==> src/hdl/ttiba_pkg.sv <==
// Shared types, character codes and the digit decoder for the text-to-integer
// parser with base autodetect. No dependencies; imported by every other file.
`default_nettype none

package ttiba_pkg;

    // Field widths
    localparam int CHAR_W  = 16;
    localparam int VALUE_W = 32;
    localparam int COUNT_W = 16;
    localparam int BASE_W  = 2;

    localparam logic [COUNT_W-1:0] COUNT_MAX = '1;

    // Character codes
    localparam logic [CHAR_W-1:0] CH_MINUS = 16'h002D;
    localparam logic [CHAR_W-1:0] CH_ZERO  = 16'h0030;
    localparam logic [CHAR_W-1:0] CH_ONE   = 16'h0031;
    localparam logic [CHAR_W-1:0] CH_NINE  = 16'h0039;
    localparam logic [CHAR_W-1:0] CH_UA    = 16'h0041;
    localparam logic [CHAR_W-1:0] CH_UF    = 16'h0046;
    localparam logic [CHAR_W-1:0] CH_UX    = 16'h0058;
    localparam logic [CHAR_W-1:0] CH_LA    = 16'h0061;
    localparam logic [CHAR_W-1:0] CH_LB    = 16'h0062;
    localparam logic [CHAR_W-1:0] CH_LF    = 16'h0066;
    localparam logic [CHAR_W-1:0] CH_LX    = 16'h0078;

    // Letter digits: low nibble of 'a'/'A' is 1, so +9 gives 10
    localparam logic [3:0] LETTER_OFS = 4'd9;

    // Parser phase
    typedef enum logic [1:0] {
        PH_START  = 2'd0,   // expecting sign or first character
        PH_SIGNED = 2'd1,   // sign seen, expecting first character
        PH_ZERO   = 2'd2,   // leading zero seen, prefix letter may follow
        PH_DIGITS = 2'd3    // accumulating digits
    } t_phase;

    // Detected base, as reported on base_code
    typedef enum logic [BASE_W-1:0] {
        BASE_DEC = 2'd0,
        BASE_HEX = 2'd1,
        BASE_BIN = 2'd2
    } t_base;

    typedef struct packed {
        logic       ok;
        logic [3:0] val;
    } t_digit;

    typedef struct packed {
        logic signed [VALUE_W-1:0] value;
        logic [COUNT_W-1:0]        chars_used;
        logic [BASE_W-1:0]         base_code;
    } t_result;

    // Digit value of a character in the given base
    function automatic t_digit digit_of(input logic [CHAR_W-1:0] c, input t_base sel);
        t_digit d;
        d.ok  = 1'b0;
        d.val = '0;
        case (sel)
            BASE_BIN: begin
                if (c == CH_ZERO || c == CH_ONE) begin
                    d.ok  = 1'b1;
                    d.val = c[3:0];
                end
            end
            BASE_HEX: begin
                if (c inside {[CH_ZERO:CH_NINE]}) begin
                    d.ok  = 1'b1;
                    d.val = c[3:0];
                end else if (c inside {[CH_LA:CH_LF], [CH_UA:CH_UF]}) begin
                    d.ok  = 1'b1;
                    d.val = c[3:0] + LETTER_OFS;
                end
            end
            default: begin
                if (c inside {[CH_ZERO:CH_NINE]}) begin
                    d.ok  = 1'b1;
                    d.val = c[3:0];
                end
            end
        endcase
        return d;
    endfunction

endpackage

`default_nettype wire

==> src/hdl/ttiba_char_if.sv <==
// Character stream channel: valid/ready handshake with one 16-bit code.
// Depends on ttiba_pkg.
`default_nettype none

interface ttiba_char_if import ttiba_pkg::*; ();
    logic              valid;
    logic              ready;
    logic [CHAR_W-1:0] character;

    modport source (output valid, output character, input ready);
    modport sink   (input valid, input character, output ready);
endinterface

`default_nettype wire

==> src/hdl/ttiba_res_if.sv <==
// Result channel: valid/ready handshake carrying value, count and base code.
// Depends on ttiba_pkg.
`default_nettype none

interface ttiba_res_if import ttiba_pkg::*; ();
    logic                      valid;
    logic                      ready;
    logic signed [VALUE_W-1:0] value;
    logic [COUNT_W-1:0]        chars_used;
    logic [BASE_W-1:0]         base_code;

    modport source (output valid, output value, output chars_used, output base_code,
                    input ready);
    modport sink   (input valid, input value, input chars_used, input base_code,
                    output ready);
endinterface

`default_nettype wire

==> src/hdl/text_to_int_base_autodetect_top.sv <==
// Top level of the streaming integer parser with base autodetect.
// Depends on ttiba_pkg, ttiba_char_if, ttiba_res_if and the ttiba_* stages.
//
// One character per clock is accepted on i_char; each non-digit (NUL included)
// ends the current number and produces one transaction on o_res with the value
// (negated if a leading '-' was seen, wrapped to 32 bits), the characters used
// (saturating at 65535, terminator excluded) and the base (0 dec, 1 hex, 2 bin;
// prefixes "0x", "0X", "0b"). Throughput is one character per cycle; a result
// is loaded into the result register when the parser takes its terminator
// from the input register. The input only stalls when a terminator reaches
// the parser while the single result register still holds an untaken result.
`default_nettype none

module text_to_int_base_autodetect_top import ttiba_pkg::*; (
    input  wire logic   i_clk,
    input  wire logic   i_rst_n,
    ttiba_char_if.sink  i_char,
    ttiba_res_if.source o_res
);

    logic              w_in_vld;
    logic [CHAR_W-1:0] w_in_char;
    logic              w_take;
    logic              w_load;
    logic              w_out_free;
    t_result           w_res;

    ttiba_in_stage u_in (
        .i_clk   (i_clk),
        .i_rst_n (i_rst_n),
        .i_char  (i_char),
        .i_take  (w_take),
        .o_vld   (w_in_vld),
        .o_char  (w_in_char)
    );

    ttiba_parser u_parse (
        .i_clk      (i_clk),
        .i_rst_n    (i_rst_n),
        .i_vld      (w_in_vld),
        .i_char     (w_in_char),
        .i_res_free (w_out_free),
        .o_take     (w_take),
        .o_load     (w_load),
        .o_res      (w_res)
    );

    ttiba_out_stage u_out (
        .i_clk   (i_clk),
        .i_rst_n (i_rst_n),
        .i_load  (w_load),
        .i_res   (w_res),
        .o_free  (w_out_free),
        .o_res   (o_res)
    );

    // A result is only loaded into a register that is free
    a_load_free: assert property (@(posedge i_clk) disable iff (!i_rst_n)
        w_load |-> (!o_res.valid || o_res.ready))
        else $error("result loaded over an untaken result");

    // A stalled character stays in the input register unchanged
    a_in_hold: assert property (@(posedge i_clk) disable iff (!i_rst_n)
        (w_in_vld && !w_take) |=> (w_in_vld && $stable(w_in_char)))
        else $error("held character lost or changed");

    // An empty input register always takes a new character
    a_in_ready: assert property (@(posedge i_clk) disable iff (!i_rst_n)
        !w_in_vld |-> i_char.ready)
        else $error("input stalled with empty input register");

    // A load is always a take of the terminating character
    a_load_take: assert property (@(posedge i_clk) disable iff (!i_rst_n)
        w_load |-> w_take)
        else $error("result loaded without consuming its terminator");

endmodule

`default_nettype wire

==> src/hdl/ttiba_in_stage.sv <==
// Input register: captures one character per transaction for the parser.
// Depends on ttiba_pkg and ttiba_char_if.
`default_nettype none

module ttiba_in_stage import ttiba_pkg::*; (
    input  wire logic        i_clk,
    input  wire logic        i_rst_n,
    ttiba_char_if.sink       i_char,
    input  wire logic        i_take,
    output logic             o_vld,
    output logic [CHAR_W-1:0] o_char
);

    logic              r_vld;
    logic [CHAR_W-1:0] r_char;

    // Room when empty or when the parser drains the held character
    assign i_char.ready = !r_vld || i_take;

    always_ff @(posedge i_clk) begin
        if (!i_rst_n) begin
            r_vld <= 1'b0;
        end else if (i_char.valid && i_char.ready) begin
            r_vld <= 1'b1;
        end else if (i_take) begin
            r_vld <= 1'b0;
        end
    end

    // Payload needs no reset
    always_ff @(posedge i_clk) begin
        if (i_char.valid && i_char.ready) begin
            r_char <= i_char.character;
        end
    end

    assign o_vld  = r_vld;
    assign o_char = r_char;

endmodule

`default_nettype wire

==> src/hdl/ttiba_parser.sv <==
// Parse state and combinational step logic: sign, prefix, digit accumulate,
// terminate. Depends on ttiba_pkg.
`default_nettype none

module ttiba_parser import ttiba_pkg::*; (
    input  wire logic              i_clk,
    input  wire logic              i_rst_n,
    input  wire logic              i_vld,
    input  wire logic [CHAR_W-1:0] i_char,
    input  wire logic              i_res_free,
    output logic                   o_take,
    output logic                   o_load,
    output t_result                o_res
);

    t_phase              r_phase, n_phase;
    logic                r_neg, n_neg;
    t_base               r_base, n_base;
    logic [VALUE_W-1:0]  r_acc, n_acc;
    logic [COUNT_W-1:0]  r_count, n_count;

    logic               w_minus, w_lead, w_lead_zero, w_prefix_x, w_prefix_b;
    logic               w_special, w_term;
    t_digit             w_dig;
    logic [VALUE_W-1:0] w_scaled;
    logic [COUNT_W-1:0] w_count_inc;

    // Character classification against the current phase
    assign w_minus     = (r_phase == PH_START) && (i_char == CH_MINUS);
    assign w_lead      = ((r_phase == PH_START) && !w_minus) || (r_phase == PH_SIGNED);
    assign w_lead_zero = w_lead && (i_char == CH_ZERO);
    assign w_prefix_x  = (r_phase == PH_ZERO) && (i_char == CH_UX || i_char == CH_LX);
    assign w_prefix_b  = (r_phase == PH_ZERO) && (i_char == CH_LB);
    assign w_dig       = digit_of(i_char, r_base);
    assign w_special   = w_minus || w_lead_zero || w_prefix_x || w_prefix_b;
    assign w_term      = !w_special && !w_dig.ok;

    // Terminator waits while the result register is full
    assign o_take = i_vld && (!w_term || i_res_free);
    assign o_load = i_vld && w_term && i_res_free;

    // Next phase
    always_comb begin
        n_phase = r_phase;
        if (o_take) begin
            if (w_term) begin
                n_phase = PH_START;
            end else if (w_minus) begin
                n_phase = PH_SIGNED;
            end else if (w_lead_zero) begin
                n_phase = PH_ZERO;
            end else begin
                n_phase = PH_DIGITS;
            end
        end
    end

    // acc * base as shifts, with one add for decimal
    always_comb begin
        case (r_base)
            BASE_HEX: w_scaled = r_acc << 4;
            BASE_BIN: w_scaled = r_acc << 1;
            default:  w_scaled = (r_acc << 3) + (r_acc << 1);
        endcase
    end

    assign w_count_inc = (r_count != COUNT_MAX) ? r_count + 1'b1 : r_count;

    // Datapath state and result
    always_comb begin
        n_neg   = r_neg;
        n_base  = r_base;
        n_acc   = r_acc;
        n_count = r_count;
        if (o_take) begin
            if (w_term) begin
                n_neg   = 1'b0;
                n_base  = BASE_DEC;
                n_acc   = '0;
                n_count = '0;
            end else begin
                n_count = w_count_inc;
                if (w_minus) begin
                    n_neg = 1'b1;
                end else if (w_prefix_x) begin
                    n_base = BASE_HEX;
                end else if (w_prefix_b) begin
                    n_base = BASE_BIN;
                end else if (!w_lead_zero) begin
                    n_acc = w_scaled + {{(VALUE_W-4){1'b0}}, w_dig.val};
                end
            end
        end
        o_res.value      = $signed(r_neg ? (~r_acc + 1'b1) : r_acc);
        o_res.chars_used = r_count;
        o_res.base_code  = r_base;
    end

    always_ff @(posedge i_clk) begin
        if (!i_rst_n) begin
            r_phase <= PH_START;
            r_neg   <= 1'b0;
            r_base  <= BASE_DEC;
            r_acc   <= '0;
            r_count <= '0;
        end else begin
            r_phase <= n_phase;
            r_neg   <= n_neg;
            r_base  <= n_base;
            r_acc   <= n_acc;
            r_count <= n_count;
        end
    end

endmodule

`default_nettype wire

==> src/hdl/ttiba_out_stage.sv <==
// Result register: holds one finished number until the sink takes it.
// Depends on ttiba_pkg and ttiba_res_if.
`default_nettype none

module ttiba_out_stage import ttiba_pkg::*; (
    input  wire logic i_clk,
    input  wire logic i_rst_n,
    input  wire logic i_load,
    input  t_result   i_res,
    output logic      o_free,
    ttiba_res_if.source o_res
);

    logic    r_vld;
    t_result r_res;

    // Free when empty or drained this cycle
    assign o_free = !r_vld || o_res.ready;

    always_ff @(posedge i_clk) begin
        if (!i_rst_n) begin
            r_vld <= 1'b0;
        end else if (i_load) begin
            r_vld <= 1'b1;
        end else if (o_res.ready) begin
            r_vld <= 1'b0;
        end
    end

    always_ff @(posedge i_clk) begin
        if (i_load) begin
            r_res <= i_res;
        end
    end

    assign o_res.valid      = r_vld;
    assign o_res.value      = r_res.value;
    assign o_res.chars_used = r_res.chars_used;
    assign o_res.base_code  = r_res.base_code;

endmodule

`default_nettype wire

==> src/flat_wrapper.sv <==
// flat-port wrapper written by rule: the top's interface ports become plain ports
module text_to_int_base_autodetect_top_flat import ttiba_pkg::*;
  (i_clk, i_rst_n, i_char_valid, i_char_character, i_char_ready, o_res_valid, o_res_value, o_res_chars_used, o_res_base_code, o_res_ready);
  ttiba_char_if i_char_i ();
  ttiba_res_if o_res_i ();
  input  wire logic i_clk;
  input  wire logic i_rst_n;
  input wire logic [$bits(i_char_i.valid)-1:0] i_char_valid;
  input wire logic [$bits(i_char_i.character)-1:0] i_char_character;
  output wire logic [$bits(i_char_i.ready)-1:0] i_char_ready;
  output wire logic [$bits(o_res_i.valid)-1:0] o_res_valid;
  output wire logic [$bits(o_res_i.value)-1:0] o_res_value;
  output wire logic [$bits(o_res_i.chars_used)-1:0] o_res_chars_used;
  output wire logic [$bits(o_res_i.base_code)-1:0] o_res_base_code;
  input wire logic [$bits(o_res_i.ready)-1:0] o_res_ready;
  assign i_char_i.valid = i_char_valid;
  assign i_char_i.character = i_char_character;
  assign i_char_ready = i_char_i.ready;
  assign o_res_valid = o_res_i.valid;
  assign o_res_value = o_res_i.value;
  assign o_res_chars_used = o_res_i.chars_used;
  assign o_res_base_code = o_res_i.base_code;
  assign o_res_i.ready = o_res_ready;
  text_to_int_base_autodetect_top u_core (.i_clk(i_clk), .i_rst_n(i_rst_n), .i_char(i_char_i), .o_res(o_res_i));
endmodule
==> config.mk <==
export PLATFORM = sky130hd
export DESIGN_NAME = text_to_int_base_autodetect_top_flat
export DESIGN_NICKNAME = d
export VERILOG_FILES = /design/src/hdl/ttiba_pkg.sv /design/src/hdl/ttiba_char_if.sv /design/src/hdl/ttiba_res_if.sv /design/src/hdl/text_to_int_base_autodetect_top.sv /design/src/hdl/ttiba_in_stage.sv /design/src/hdl/ttiba_parser.sv /design/src/hdl/ttiba_out_stage.sv /design/src/flat_wrapper.sv
export SDC_FILE = /design/constraint.sdc
export NUM_CORES = 1
export LEC_CHECK = 0
export ABC_AREA = 1
export BUFFER_PORTS_ARGS = -buffer_cell sky130_fd_sc_hd__buf_2
export CORE_MARGIN = 2
export CORE_UTILIZATION = 57
export CTS_CLUSTER_SIZE = 28
export DETAILED_ROUTE_END_ITERATION = 16
export PLACE_DENSITY = 0.76
export SLEW_MARGIN = 30
export SYNTH_ARGS = -nofsm -noshare
export SYNTH_HDL_FRONTEND = slang
export SYNTH_HIERARCHICAL = 1
export SYNTH_SLANG_ARGS = --single-unit
==> constraint.sdc <==
create_clock -name i_clk -period 5.7 [get_ports i_clk]
set_input_delay 0.285 -clock i_clk [delete_from_list [all_inputs] [get_ports i_clk]]
set_output_delay 0.285 -clock i_clk [all_outputs]
set_load 0.05 [all_outputs]
# ---- Word-level counts from Yosys, hierarchy flattened
# Index checks and enable logic that the tools add are counted.
dict set report word_totals {
  regBits 121
  input_bits 20
  word_cells 104
}
dict set report op_classes {
  n_addsub 5
  order_cmp 6
  eq_ne 15
  muxes 27
  n_bitwise 1
  n_reduce_logical 39
}
# op n
set op_table {}
lappend op_table {{32-bit 2-to-1 mux} 6}
lappend op_table {{32-bit case mux with 2 select lines} 1}
lappend op_table {{16-bit by 6-bit equality test with 1-bit output (second input constant)} 3}
lappend op_table {{16-bit by 7-bit equality test with 1-bit output (second input constant)} 3}
lappend op_table {{32-bit by 1-bit adder with 32-bit output (second input constant)} 1}
lappend op_table {{32-bit adder} 1}
lappend op_table {{32-bit by 4-bit adder with 32-bit output} 1}
lappend op_table {{16-bit by 7-bit >= comparator with 1-bit output (second input constant)} 2}
lappend op_table {{16-bit by 7-bit <= comparator with 1-bit output (second input constant)} 2}
lappend op_table {{16-bit 2-to-1 mux} 2}
lappend op_table {{32-bit NOT} 1}
lappend op_table {{5-bit 2-to-1 mux} 4}
lappend op_table {{16-bit by 1-bit adder with 16-bit output (second input constant)} 1}
lappend op_table {{16-bit by 6-bit >= comparator with 1-bit output (second input constant)} 1}
lappend op_table {{16-bit by 6-bit <= comparator with 1-bit output (second input constant)} 1}
lappend op_table {{16-bit inequality test (second input constant)} 1}
lappend op_table {{1-bit logical AND} 13}
lappend op_table {{2-bit 2-to-1 mux} 6}
lappend op_table {{5-bit case mux with 2 select lines} 1}
lappend op_table {{2-bit nonzero test} 5}
lappend op_table {{1-bit logical OR} 9}
lappend op_table {{2-bit by 1-bit inequality test with 1-bit output (second input constant)} 4}
lappend op_table {{1-bit 2-to-1 mux} 7}
lappend op_table {{1-bit logical NOT} 6}
lappend op_table {{8 further kinds} 11}

# ---- Depth between registers and ports, before layout
# Gate-level depths: netlist (run 1).
dict set report depth {
  ltp_word 17
  depth_mapped 30
}

# ---- By module
# The synthesis (run 1) kept the hierarchy.
# module instances cells_each area_per_inst_um2
set by_module_without_submodules {}
lappend by_module_without_submodules {ttiba_parser 1 1317 7434.6}
lappend by_module_without_submodules {ttiba_out_stage 1 56 1547.7}
lappend by_module_without_submodules {ttiba_in_stage 1 23 531.8}

# ---- Worst setup path before layout (run 1)
# No wires, ideal clock.
dict set report synth_path {
  kind {register to register}
  from {register u_core.u_in.r_char[1] (netlist: u_core/u_in/o_char[1])}
  to {register u_core.u_out.r_vld (netlist: u_core/u_out/o_res.valid)}
  setup_ns 0.071
  arrival_ns 3.989
  path_slack_ns 1.640
  stages_incl_launch_ff 16
  n_path_buf 0
  period_less_slack_ns 4.060
  path_cell_list {edfxtp_1 > inv_1 > ha_1 > inv_1 > nor2_1 > nor2_1 > o21ai_1 > nand3_2 > inv_1 > nor2_1 > inv_1 > nand2_4 > nand2_2 > nor2_1 > inv_1 > a21oi_2}
}
dict set report synth_via {
  elab_chain_len 14
}
# item line
set synth_lines {}
lappend synth_lines {{start: declaration} ttiba_in_stage.sv:15} ;# logic [CHAR_W-1:0] r_char;
lappend synth_lines {{start signal: assignment} ttiba_in_stage.sv:33} ;# r_char <= i_char.character;
lappend synth_lines {{parallel branches: the longest is 10 deep, another holds 16-bit by 7-bit >= comparator with 1-bit output} -}
lappend synth_lines {{1-bit logical AND (*)} ttiba_parser.sv:36} ;# assign w_term = !w_special && !w_dig.ok;
lappend synth_lines {{1-bit logical AND (*) (2 in series)} ttiba_parser.sv:40} ;# assign o_load = i_vld && w_term && i_res_free;
lappend synth_lines {{via u_core.w_load} text_to_int_base_autodetect_top.sv:24} ;# logic w_load;
lappend synth_lines {{1-bit 2-to-1 mux / 2-bit nonzero test (equally long branches)} -}
lappend synth_lines {{end signal: assignment} ttiba_out_stage.sv:22} ;# r_vld <= 1'b0;
lappend synth_lines {{end signal: assignment} ttiba_out_stage.sv:24} ;# r_vld <= 1'b1;
lappend synth_lines {{end signal: assignment} ttiba_out_stage.sv:26} ;# r_vld <= 1'b0;
lappend synth_lines {{end: declaration} ttiba_out_stage.sv:14} ;# logic r_vld;
# Mark *: on every way through the listed nets, which the timed path passes.
# A chain may end at the register's enable or synchronous reset.

# ---- Worst setup path after layout (run 1)
dict set report layout_path {
  from {register u_core.u_in.r_char[15] (netlist: u_core/u_in/o_char[15])}
  to {register u_core.u_parse.r_acc[21]}
}
dict set report layout_via {
  elab_chain_len 15
}
# item line
set layout_lines {}
lappend layout_lines {{parallel branches: the longest is 15 deep, another holds 32-bit by 4-bit adder with 32-bit output} -}
lappend layout_lines {{end signal: assignment} ttiba_parser.sv:110} ;# r_acc <= n_acc;
lappend layout_lines {{end: declaration} ttiba_parser.sv:19} ;# logic [VALUE_W-1:0] r_acc, n_acc;
# Parallel ways; which one is timed is not known. The select of a mux whose other input is x is not followed.

==> impl_metrics.csv, run 1 <==
group,metric,value,unit
synth,synth_edf_count,66,
final_layout,fin_area,0.0105,mm^2
grt,track_usage,30.1,%
route,viasPerCell,5.63,
synth,yosysTopAreaCellShare,20.8,%
route,drt-initial-drc-count,992,
grt,grt_pass1_wl,42600,um
synth,synth_common_cells,"376 x nand2_1, 193 x inv_1, 136 x nand3_1, 119 x nor2_1, 89 x a21oi_1",
floorplan,fp-row-count,47,
worst_setup_path,worstSetupPathType,"register to register",
worst_setup_path,critPathSlowestCell,"nor2_2",
floorplan,die_h,133,um
clock_tree,clock_sinks,121,
synth,synthTopCellsByArea,"edfxtp_1 21%, nand2_1 15%, dfxtp_1 12%",
worst_setup_path,start_kind,"register",
floorplan,start_util,57.8,%
grt,grt_max_degree,47,
clock_tree,clock_latency,430,ps
sta,finalSetupTns,0,ps
worst_setup_path,cp_max_fo,12,
place,detailed_place_hpwl,19200,um
worst_setup_path,slowest_delay,410,ps
floorplan,core_area,0.0165,mm^2
final_layout,drive_gt1_share,13.0,%
sta,max_clock_freq,247,MHz
route,drt-pass1-iter-count,6,
sta,skew,12.0,ps
synth,async_flop_share,0,%
sta,rsz0062_at_grt,"false",
synth,yosysWarnings,6,
outcome,status,"finished, final reports clean",
sta,whs,26.4,ps
synth,synthFlopType,"edfxtp_1",
min_path,min_path_type,"primary input to register",
worst_setup_path,ff2ff_path_depth,29,
sta,slew_headroom,42.6,%
pwr,power_density,231,mW/mm^2
route,routed_wl,26200,um
worst_setup_path,reg2reg_slack,1650,ps
final_layout,area_delta_synth_final,10.8,%
sta,drv_slew,0,
synth,yosysMostFrequentCell,"nand2_1",
min_path,hold_depth,1,
sta,fin_crit_sh,71.0,%
worst_setup_path,crit_arrival,4400,ps
clock_tree,clk_path_buf_depth,2,
final_layout,fin_util,64.0,%
grt,grt_pass1_vias,8615,
sta,worst_pin_slew,860,ps
synth,netlist_area,0.00951,mm^2
clock_tree,htreeDepth,4,
route,routedWlPerCell,15.5,um
synth,ys_ff_latch,121,
synth,avgSynthCellArea,6.82,um^2
synth,synth-seq-area-share,32.4,%
final_layout,num_antenna_cells,0,
place,routabilityCongestion,0.956,
route,vias,9516,
route,antenna_left,0,
clock_tree,cts_resized,0,
pwr,ir_drop,0.000193,V
final_layout,nNetsFinal,1518,
worst_setup_path,critPathCaptureType,"register",
place,place_area,0.00999,mm^2
floorplan,die_x,133,um
floorplan,io_pins,72,
place,port_buffers,71,
clock_tree,path_clk_slew,60,ps
floorplan,die_area,0.0177,mm^2
worst_setup_path,required,6050,ps
clock_tree,root_buffer,"clkbuf_16",
sta,period_needed,4050,ps
synth,syn_inst,1396,
pwr,power.leakage,4.81,nW
sta,setup_violations,0,
synth,synth.distinct_cells,56,
flow_run,maxCapViolations,0,
sta,hold_viol,0,
clock_tree,hold_buffers,0,
synth,synth_nets,1457,
clock_tree,cts_buffers,17,
clock_tree,cts_tree,"done",
route,remaining_drc_errors,0,
grt,overflow,0,
grt,antenna_found_initial,0,
clock_tree,postCtsSetupBuffers,0,
synth,yosysTopAreaCell,"edfxtp_1",
final cells by class:
type | count | area (um^2)
Fill cell | 1526 | 5920
Inverter | 211 | 795
Multi-Input combinational cell | 1031 | 5450
Timing Repair Buffer | 75 | 385
Tap cell | 220 | 275
Sequential cell | 121 | 3080
Clock inverter | 13 | 110
Clock buffer | 19 | 443
critical path: cells and delay by family (launching register included):
kind / cells / cell delay [ps]
AO/OA/AOI/OAI: 3 / 520
adder cells (fa/ha/maj): 1 / 200
buffers and inverters: 2 / 250
AND/OR/NAND/NOR: 23 / 2620
flip-flops: 1 / 360
per-stage QoR:
step	power, W	setup slack, ps	cells
finish	0.00244	1650	1690
CTS	0.00244	1710	1690
floorplan	0.00132	1640	1396
detailed placement	0.00141	1800	1658
global placement	0.00141	1890	1658
global route	0.00253	1250	1690
cell usage in the layout (no fill, tap or decap), types with 3 or more instances in the layout:
master / instances
inv_2: 16
nand2_1: 376
nand3_2: 6
edfxtp_1: 66
buf_4: 4
nor2_2: 14
a21oi_1: 89
nor2_4: 7
buf_2: 71
clkbuf_16: 17
nand2_2: 21
a21oi_2: 3
nand4_1: 36
xnor2_1: 3
nor4_1: 5
o221ai_1: 6
o22ai_1: 10
ha_1: 39
and2_1: 6
inv_6: 6
inv_1: 193
xor2_1: 43
a221o_1: 5
nand3b_1: 12
or2_2: 4
o21ai_1: 11
o21ai_0: 28
dfxtp_1: 55
nor2_1: 118
nand2_4: 4
nand3_1: 136
nor3_1: 21
layer usage:
layer	vias up	wire [um]	track usage (%)
li1	4710	-	-
met1	4311	11600	41.1
met2	409	11500	46.9
met3	86	1980	5.18
met4	0	1110	13.5
met5	-	0	0
state kept, by name (all words and copies together) (netlist names):
signal	cells
u_core/u_out/o_res.value	32
u_core/u_parse/r_acc	32
u_core/u_in/o_char	16
u_core/u_out/o_res.chars_used	16
u_core/u_parse/r_count	16
u_core/u_out/o_res.base_code	2
u_core/u_parse/r_base	2
u_core/u_parse/r_phase	2
u_core/u_in/o_vld	1
u_core/u_out/o_res.valid	1
u_core/u_parse/r_neg	1
power breakdown:
part	switching (W)	internal, W
Clock	0.000456	0.000581
Sequential	0.0000272	0.000966
Combinational	0.000311	0.000101
Total	0.000794	0.00165
path summary, 6_finish.rpt:
kind	startpoint	end
setup / recovery	u_core/u_in/o_char[15]$_DFFE_PP_	u_core/u_parse/r_acc[21]$_SDFFE_PN0P_
hold / removal	i_char_character[13]	u_core/u_in/o_char[13]$_DFFE_PP_
setup reg to reg	u_core/u_in/o_char[15]$_DFFE_PP_	u_core/u_parse/r_acc[21]$_SDFFE_PN0P_
hold reg to reg	u_core/u_parse/r_count[1]$_SDFFE_PN0P_	u_core/u_out/o_res.chars_used[1]$_DFFE_PP_
logic make-up (layout without fill, tap and decap cells):
| group | Yosys count | in the layout | synth area share, % |
|---|---|---|---|
| AO/OA/AOI/OAI | 169 | 169 | 10.2 |
| XOR/XNOR | 46 | 46 | 4.23 |
| adder cells (fa/ha/maj) | 41 | 41 | 5.55 |
| buffers and inverters | 244 | 318 | 10.3 |
| flip-flops | 121 | 121 | 32.4 |
| AND/OR/NAND/NOR | 775 | 775 | 37.2 |
Power figures use the tool's default switching activity.
==> run 2, diff against run 1 <==
Settings changed: ABC_AREA 1 to 0, CORE_UTILIZATION 57 to 55, PLACE_DENSITY 0.76 to 0.77.
Clock period 5.7 ns to 3.4 ns, I/O delays scaled along.
==> impl_metrics.csv, run 2 <==
group,metric,value,unit
final_layout,drive_gt1_share,30.2,%
min_path,whs_endpoint,"u_core/u_in/o_vld$_SDFFE_PN0P_",
worst_setup_path,start_kind,"register",
min_path,hold_depth,3,
synth,synthTopCellsByArea,"edfxtp_1 24%, dfxtp_1 13%, ha_1 5.8%",
floorplan,die_x,128,um
worst_setup_path,reg2reg_slack,-700,ps
sta,hold_viol,0,
synth,syn_inst,935,
pwr,ir_drop,0.000345,V
final_layout,final_cells,1358,
synth,yosysWarnings,6,
synth,yosysMostFrequentCell,"nand2_1",
final_layout,fin_area,0.0111,mm^2
sta,slew_headroom,50.9,%
worst_setup_path,crit_arrival,4450,ps
worst_setup_path,crit-reg2reg-capture,"u_core/u_parse/r_acc[31]$_SDFFE_PN0P_",
sta,period_needed,4100,ps
grt,grt_pass1_wl,38400,um
clock_tree,path_clk_slew,60,ps
place,port_buffers,71,
route,antenna_left,0,
grt,antenna_found_initial,0,
worst_setup_path,required,3760,ps
synth,synth_nets,996,
clock_tree,clk_path_buf_depth,2,
sta,finalSetupTns,-11370,ps
grt,track_usage,29.4,%
final_layout,layout_common_cells,"168 x buf_4, 87 x nand2_1, 74 x nor2_1",
worst_setup_path,worstSetupPathType,"register to register",
route,vias,8310,
synth,ys_ff_latch,121,
synth,avgSynthCellArea,8.99,um^2
floorplan,fp-row-count,45,
pwr,power_density,353,mW/mm^2
synth,async_flop_share,0,%
clock_tree,cts_buffers,17,
place,place_inst,1297,
sta,whs,18.7,ps
clock_tree,root_buffer,"clkbuf_16",
final_layout,final_common_cell,"buf_4",
sta,drv_slew,0,
sta,max_clock_freq,244,MHz
pwr,finalPower,0.00393,W
grt,overflow,0,
final_layout,area_delta_synth_final,32.5,%
clock_tree,cts_tree,"done",
synth,synth_edf_count,66,
route,drt-initial-drc-count,948,
synth,netlist_area,0.00841,mm^2
clock_tree,clock_latency,420,ps
floorplan,core_area,0.0151,mm^2
synth,synth.distinct_cells,90,
sta,skew,11.6,ps
clock_tree,clock_sinks,121,
place,place_area,0.0100,mm^2
route,drt-pass1-iter-count,6,
synth,yosysTopAreaCell,"edfxtp_1",
route,routed_wl,24200,um
final_layout,nNetsFinal,1218,
sta,setup_violations,23,
sta,setup_ws,-696,ps
floorplan,die_area,0.0163,mm^2
grt,grt_pass1_vias,7731,
synth,synth_common_cells,"90 x nand2_1, 79 x nor2_1, 66 x edfxtp_1, 55 x dfxtp_1, 54 x o21ai_0",
floorplan,die_h,128,um
worst_setup_path,r2r-start,"u_core/u_in/o_char[7]$_DFFE_PP_",
place,detailed_place_hpwl,16800,um
sta,worst_pin_slew,736,ps
outcome,violations,"negative setup slack",
pwr,power.leakage,4.60,nW
route,viasPerCell,6.12,
synth,synth-seq-area-share,36.7,%
outcome,status,"finished with violations",
synth,synthFlopType,"edfxtp_1",
place,routabilityCongestion,0.930,
flow_run,maxCapViolations,0,
route,routedWlPerCell,17.8,um
floorplan,io_pins,72,
route,remaining_drc_errors,0,
sta,rsz0062_at_grt,"true",
min_path,min_path_type,"primary input to register",
clock_tree,htreeDepth,4,
worst_setup_path,ff2ff_path_depth,15,
min_path,hp-start,"i_char_valid",
worst_setup_path,cp_max_fo,3,
synth,yosysTopAreaCellShare,23.6,%
sta,fin_crit_sh,120,%
final_layout,num_antenna_cells,0,
grt,grt_max_degree,60,
worst_setup_path,critPathCaptureType,"register",
floorplan,start_util,55.7,%
-- run 2: metrics by stage --
stage          util (%)  setup WS (ps)
6_report           73.8           -696
4_1_cts            72.9           -792
3_5_place_dp       66.5           -677
5_1_grt            73.8           -823
2_1_floorplan         -           -681
3_3_place_gp       66.5           -579
-- run 2: final cells by class --
type / count / area (um^2)
fill: 1020 / 3950
multi-input combinational: 740 / 5280
timing repair buffer: 260 / 1840
inverter: 17 / 63.8
clock inverter: 13 / 154
tap: 188 / 235
clock buffer: 19 / 475
sequential: 121 / 3090
-- run 2: worst max path at each step --
stage          slack [ps]                              from                                    end
6_report             -700   u_core/u_in/o_char[7]$_DFFE_PP_  u_core/u_parse/r_acc[31]$_SDFFE_PN0P_
5_1_grt              -820   u_core/u_in/o_char[7]$_DFFE_PP_  u_core/u_parse/r_acc[31]$_SDFFE_PN0P_
4_1_cts              -790   u_core/u_in/o_char[7]$_DFFE_PP_  u_core/u_parse/r_acc[31]$_SDFFE_PN0P_
3_5_place_dp         -680  u_core/u_in/o_char[14]$_DFFE_PP_  u_core/u_parse/r_acc[31]$_SDFFE_PN0P_
3_3_place_gp         -580  u_core/u_in/o_char[14]$_DFFE_PP_  u_core/u_parse/r_acc[31]$_SDFFE_PN0P_
2_1_floorplan        -680  u_core/u_in/o_char[14]$_DFFE_PP_  u_core/u_parse/r_acc[30]$_SDFFE_PN0P_
-- run 2: power breakdown --
part | leakage (nW) | switching [W] | internal [W] | total [W]
combinational | 3.22 | 0.000286 | 0.000144 | 0.000430
clock | 0.307 | 0.000709 | 0.00118 | 0.00189
sequential | 1.08 | 0.0000167 | 0.00159 | 0.00161
-- run 2: cells by family after synthesis --
kind of cell    share of synthesized area [%]
simple gates                             23.2
compound gates                           21.4
flops                                    36.7
xor+xnor                                 8.13
buf+inv                                  3.66
fa+ha+maj                                6.28
mux                                     0.715
-- run 2: critical path, cell delays in order, from the launching register on --
cell	delay, ps
edfxtp_1	360
or4_4	560
buf_4	170
nor4_2	200
a32oi_1	180
a221oi_4	240
nor2b_4	220
fa_2	240
a21oi_2	60
or2_4	230
or4_4	420
nand2b_4	170
nor3_4	230
nand3_2	140
or4_4	510
nand3_2	80
-- run 2: what timing repair did --
item | 4_1_cts | 5_1_grt
hold buffers | 16 | 0
gates resized for setup | 33 | 21
gates cloned | 0 | 1
buffers inserted | 11 | 4
setup endpoints to repair | 25 | 58
hold endpoints to repair | 16 | 0
pin swaps | 28 | 26
-- run 2: metal layers --
metal  vias up  part of all wire, %  track usage (%)  wire length, um
li1       3963                    -                -                -
met1      3860                   43             41.6            10500
met2       419                   44             44.8            10600
met3        68                  9.8             5.65             2370
met4         0                  2.8             10.8              681
met5         -                    0                0                0
==> run 3, diff against run 2 <==
Settings changed: CAP_MARGIN set to 20, PLACE_DENSITY 0.77 to 0.78, SKIP_LAST_GASP set to 1, SYNTH_HIERARCHICAL 1 to not set.
==> impl_metrics.csv, run 3 <==
group,metric,value,unit
synth,avgSynthCellArea,9.00,um^2
worst_setup_path,start_kind,"register",
worst_setup_path,worstSetupPathType,"register to register",
synth,yosysWarnings,0,
floorplan,core_area,0.0144,mm^2
synth,synthFlopType,"edfxtp_1",
synth,yosysMostFrequentCell,"nor2_1",
grt,overflow,0,
outcome,violations,"negative setup slack",
sta,drv_slew,0,
route,viasPerCell,6.95,
place,place_area,0.00971,mm^2
synth,synth_nets,948,
worst_setup_path,required,3690,ps
synth,synth_edf_count,66,
final_layout,num_antenna_cells,0,
clock_tree,path_clk_slew,60,ps
clock_tree,clock_latency,430,ps
grt,track_usage,33.2,%
final_layout,n_fill_cell,824,
place,detailed_place_hpwl,16900,um
place,post-place-ws,-1400,ps
final_layout,area_delta_synth_final,38.6,%
clock_tree,htreeDepth,4,
sta,max_clock_freq,196,MHz
final_layout,layout_common_cells,"166 x buf_4, 78 x nand2_1, 77 x nor2_1",
place,port_buffers,71,
synth,yosysTopAreaCell,"edfxtp_1",
pwr,power.leakage,4.69,nW
sta,rsz0062_at_grt,"true",
pwr,p_seq_share,43.9,%
pwr,swShare,25.0,%
pwr,power_frac_comb,6.6,%
floorplan,fp-row-count,44,
place,routabilityCongestion,0.943,
grt,grt_pass1_vias,7995,
pwr,clkPwrFrac,49.5,%
min_path,min_path_type,"primary input to register",
floorplan,start_util,55.6,%
synth,synth_common_cells,"83 x nor2_1, 82 x nand2_1, 66 x edfxtp_1, 56 x o21ai_0, 55 x dfxtp_1",
flow_run,maxCapViolations,0,
sta,period_needed,5100,ps
clock_tree,root_buffer,"clkbuf_16",
sta,setup_violations,112,
pwr,power_density,328,mW/mm^2
sta,worst_pin_slew,1080,ps
final_layout,fin_util,77.0,%
clock_tree,cts_buffers,17,
sta,slew_headroom,28.2,%
route,remaining_drc_errors,0,
floorplan,die_h,124,um
sta,skew,10.5,ps
worst_setup_path,cp_max_fo,7,
synth,netlist_area,0.00798,mm^2
synth,synth-seq-area-share,38.6,%
worst_setup_path,crit_arrival,5390,ps
route,antenna_left,0,
route,drt-pass1-iter-count,8,
clock_tree,cts_tree,"done",
sta,fin_crit_sh,150,%
final_layout,regArea,0.00309,mm^2
clock_tree,clock_sinks,121,
grt,grt_pass1_wl,41400,um
final_layout,multi_input_area,0.00511,mm^2
route,routed_wl,31200,um
floorplan,die_area,0.0155,mm^2
synth,synth.distinct_cells,77,
pwr,finalPower,0.00362,W
synth,ys_ff_latch,121,
pwr,ir_drop,0.000361,V
synth,async_flop_share,0,%
outcome,status,"finished with violations",
final_layout,fin_area,0.0111,mm^2
pwr,switching_power,0.000904,W
sta,finalSetupTns,-35310,ps
final_layout,drive_gt1_share,32.2,%
worst_setup_path,critPathCaptureType,"register",
synth,yosysTopAreaCellShare,24.8,%
route,vias,9249,
route,drt-initial-drc-count,1398,
grt,antenna_found_initial,0,
sta,hold_viol,0,
final_layout,final_common_cell,"buf_4",
sta,setup_ws,-1700,ps
route,routedWlPerCell,23.5,um
grt,grt_max_degree,51,
pwr,internal-power,0.00272,W
floorplan,io_pins,72,
clock_tree,clk_path_buf_depth,2,
synth,synthTopCellsByArea,"edfxtp_1 25%, dfxtp_1 14%, ha_1 6.1%",
floorplan,die_x,124,um
synth,syn_inst,887,
final_layout,nNetsFinal,1195,
## run 3: worst paths after layout
| path | start | endpoint | slack [ps] | depth (start not counted) |
|---|---|---|---|---|
| min | o_res_ready | u_core.u_out.o_res.valid$_SDFFE_PN0P_ | 120 | 3 |
| min reg2reg | u_core.u_parse.r_count[8]$_SDFFE_PN0P_ | u_core.u_out.o_res.chars_used[8]$_DFFE_PP_ | 500 | 0 |
| max | u_core.u_in.o_char[0]$_DFFE_PP_ | u_core.u_parse.r_acc[26]$_SDFFE_PN0P_ | -1700 | 18 |
| max reg2reg | u_core.u_in.o_char[0]$_DFFE_PP_ | u_core.u_parse.r_acc[26]$_SDFFE_PN0P_ | -1700 | 18 |
## run 3: per-layer routing
| metal | GRT usage [%] | part of all wire [%] |
|---|---|---|
| met4 | 12.0 | 7.3 |
| met2 | 52.8 | 43 |
| met1 | 43.7 | 36 |
| met5 | 0 | 0 |
| met3 | 8.81 | 13 |
## run 3: final cells by class
type	count	area share (%)
Multi-Input combinational cell	704	46.2
Sequential cell	121	27.9
Timing Repair Buffer	270	17.9
Clock buffer	20	4.23
Tap cell	184	2.08
Clock inverter	12	1.02
Inverter	20	0.679
## run 3: worst max-delay path, stage by stage, from the launching register on
cell	delay, ps
edfxtp_1	410
inv_2	80
buf_4	140
ha_2	190
o211ai_1	480
a2111oi_4	200
buf_4	200
a22o_1	200
a32o_1	320
ha_4	340
a21oi_2	70
or3_4	350
or4_4	450
or3_4	350
or4_4	490
buf_4	180
nor4b_4	250
xnor2_1	160
o21ai_1	90
## run 3: repair_timing
action | in CTS | in global routing
hold endpoints to repair | 17 | 0
setup buffers | 13 | 18
resized for setup | 35 | 66
pin swaps | 36 | 38
setup endpoints to repair | 27 | 53
hold buffers | 17 | 0
## run 3: power by group through the flow
stage	sequential (W)	combinational [W]	clock, W
2_1_floorplan	0.00169	0.0000519	0
3_3_place_gp	0.00161	0.000192	0
3_5_place_dp	0.00162	0.000195	0
4_1_cts	0.00159	0.000218	0.00176
5_1_grt	0.00159	0.000244	0.00185
6_report	0.00159	0.000238	0.00179
## run 3: cells by family (layout without fill, tap and decap cells)
group	count (synthesis)	count (layout)	synth area share, %
AO/OA/AOI/OAI	269	269	22.7
XOR/XNOR	74	74	8.12
adder cells (fa/ha/maj)	41	41	6.61
buffers and inverters	62	322	3.03
flip-flops	121	121	38.6
multiplexers	6	6	0.768
AND/OR/NAND/NOR	314	314	20.2
## run 3: stage by stage
stage / std cells / hold slack (ps)
2_1_floorplan: 887 / 269
3_3_place_gp: 1262 / 347
3_5_place_dp: 1262 / 348
4_1_cts: 1322 / 53.8
5_1_grt: 1331 / 150
6_report: 1331 / 124
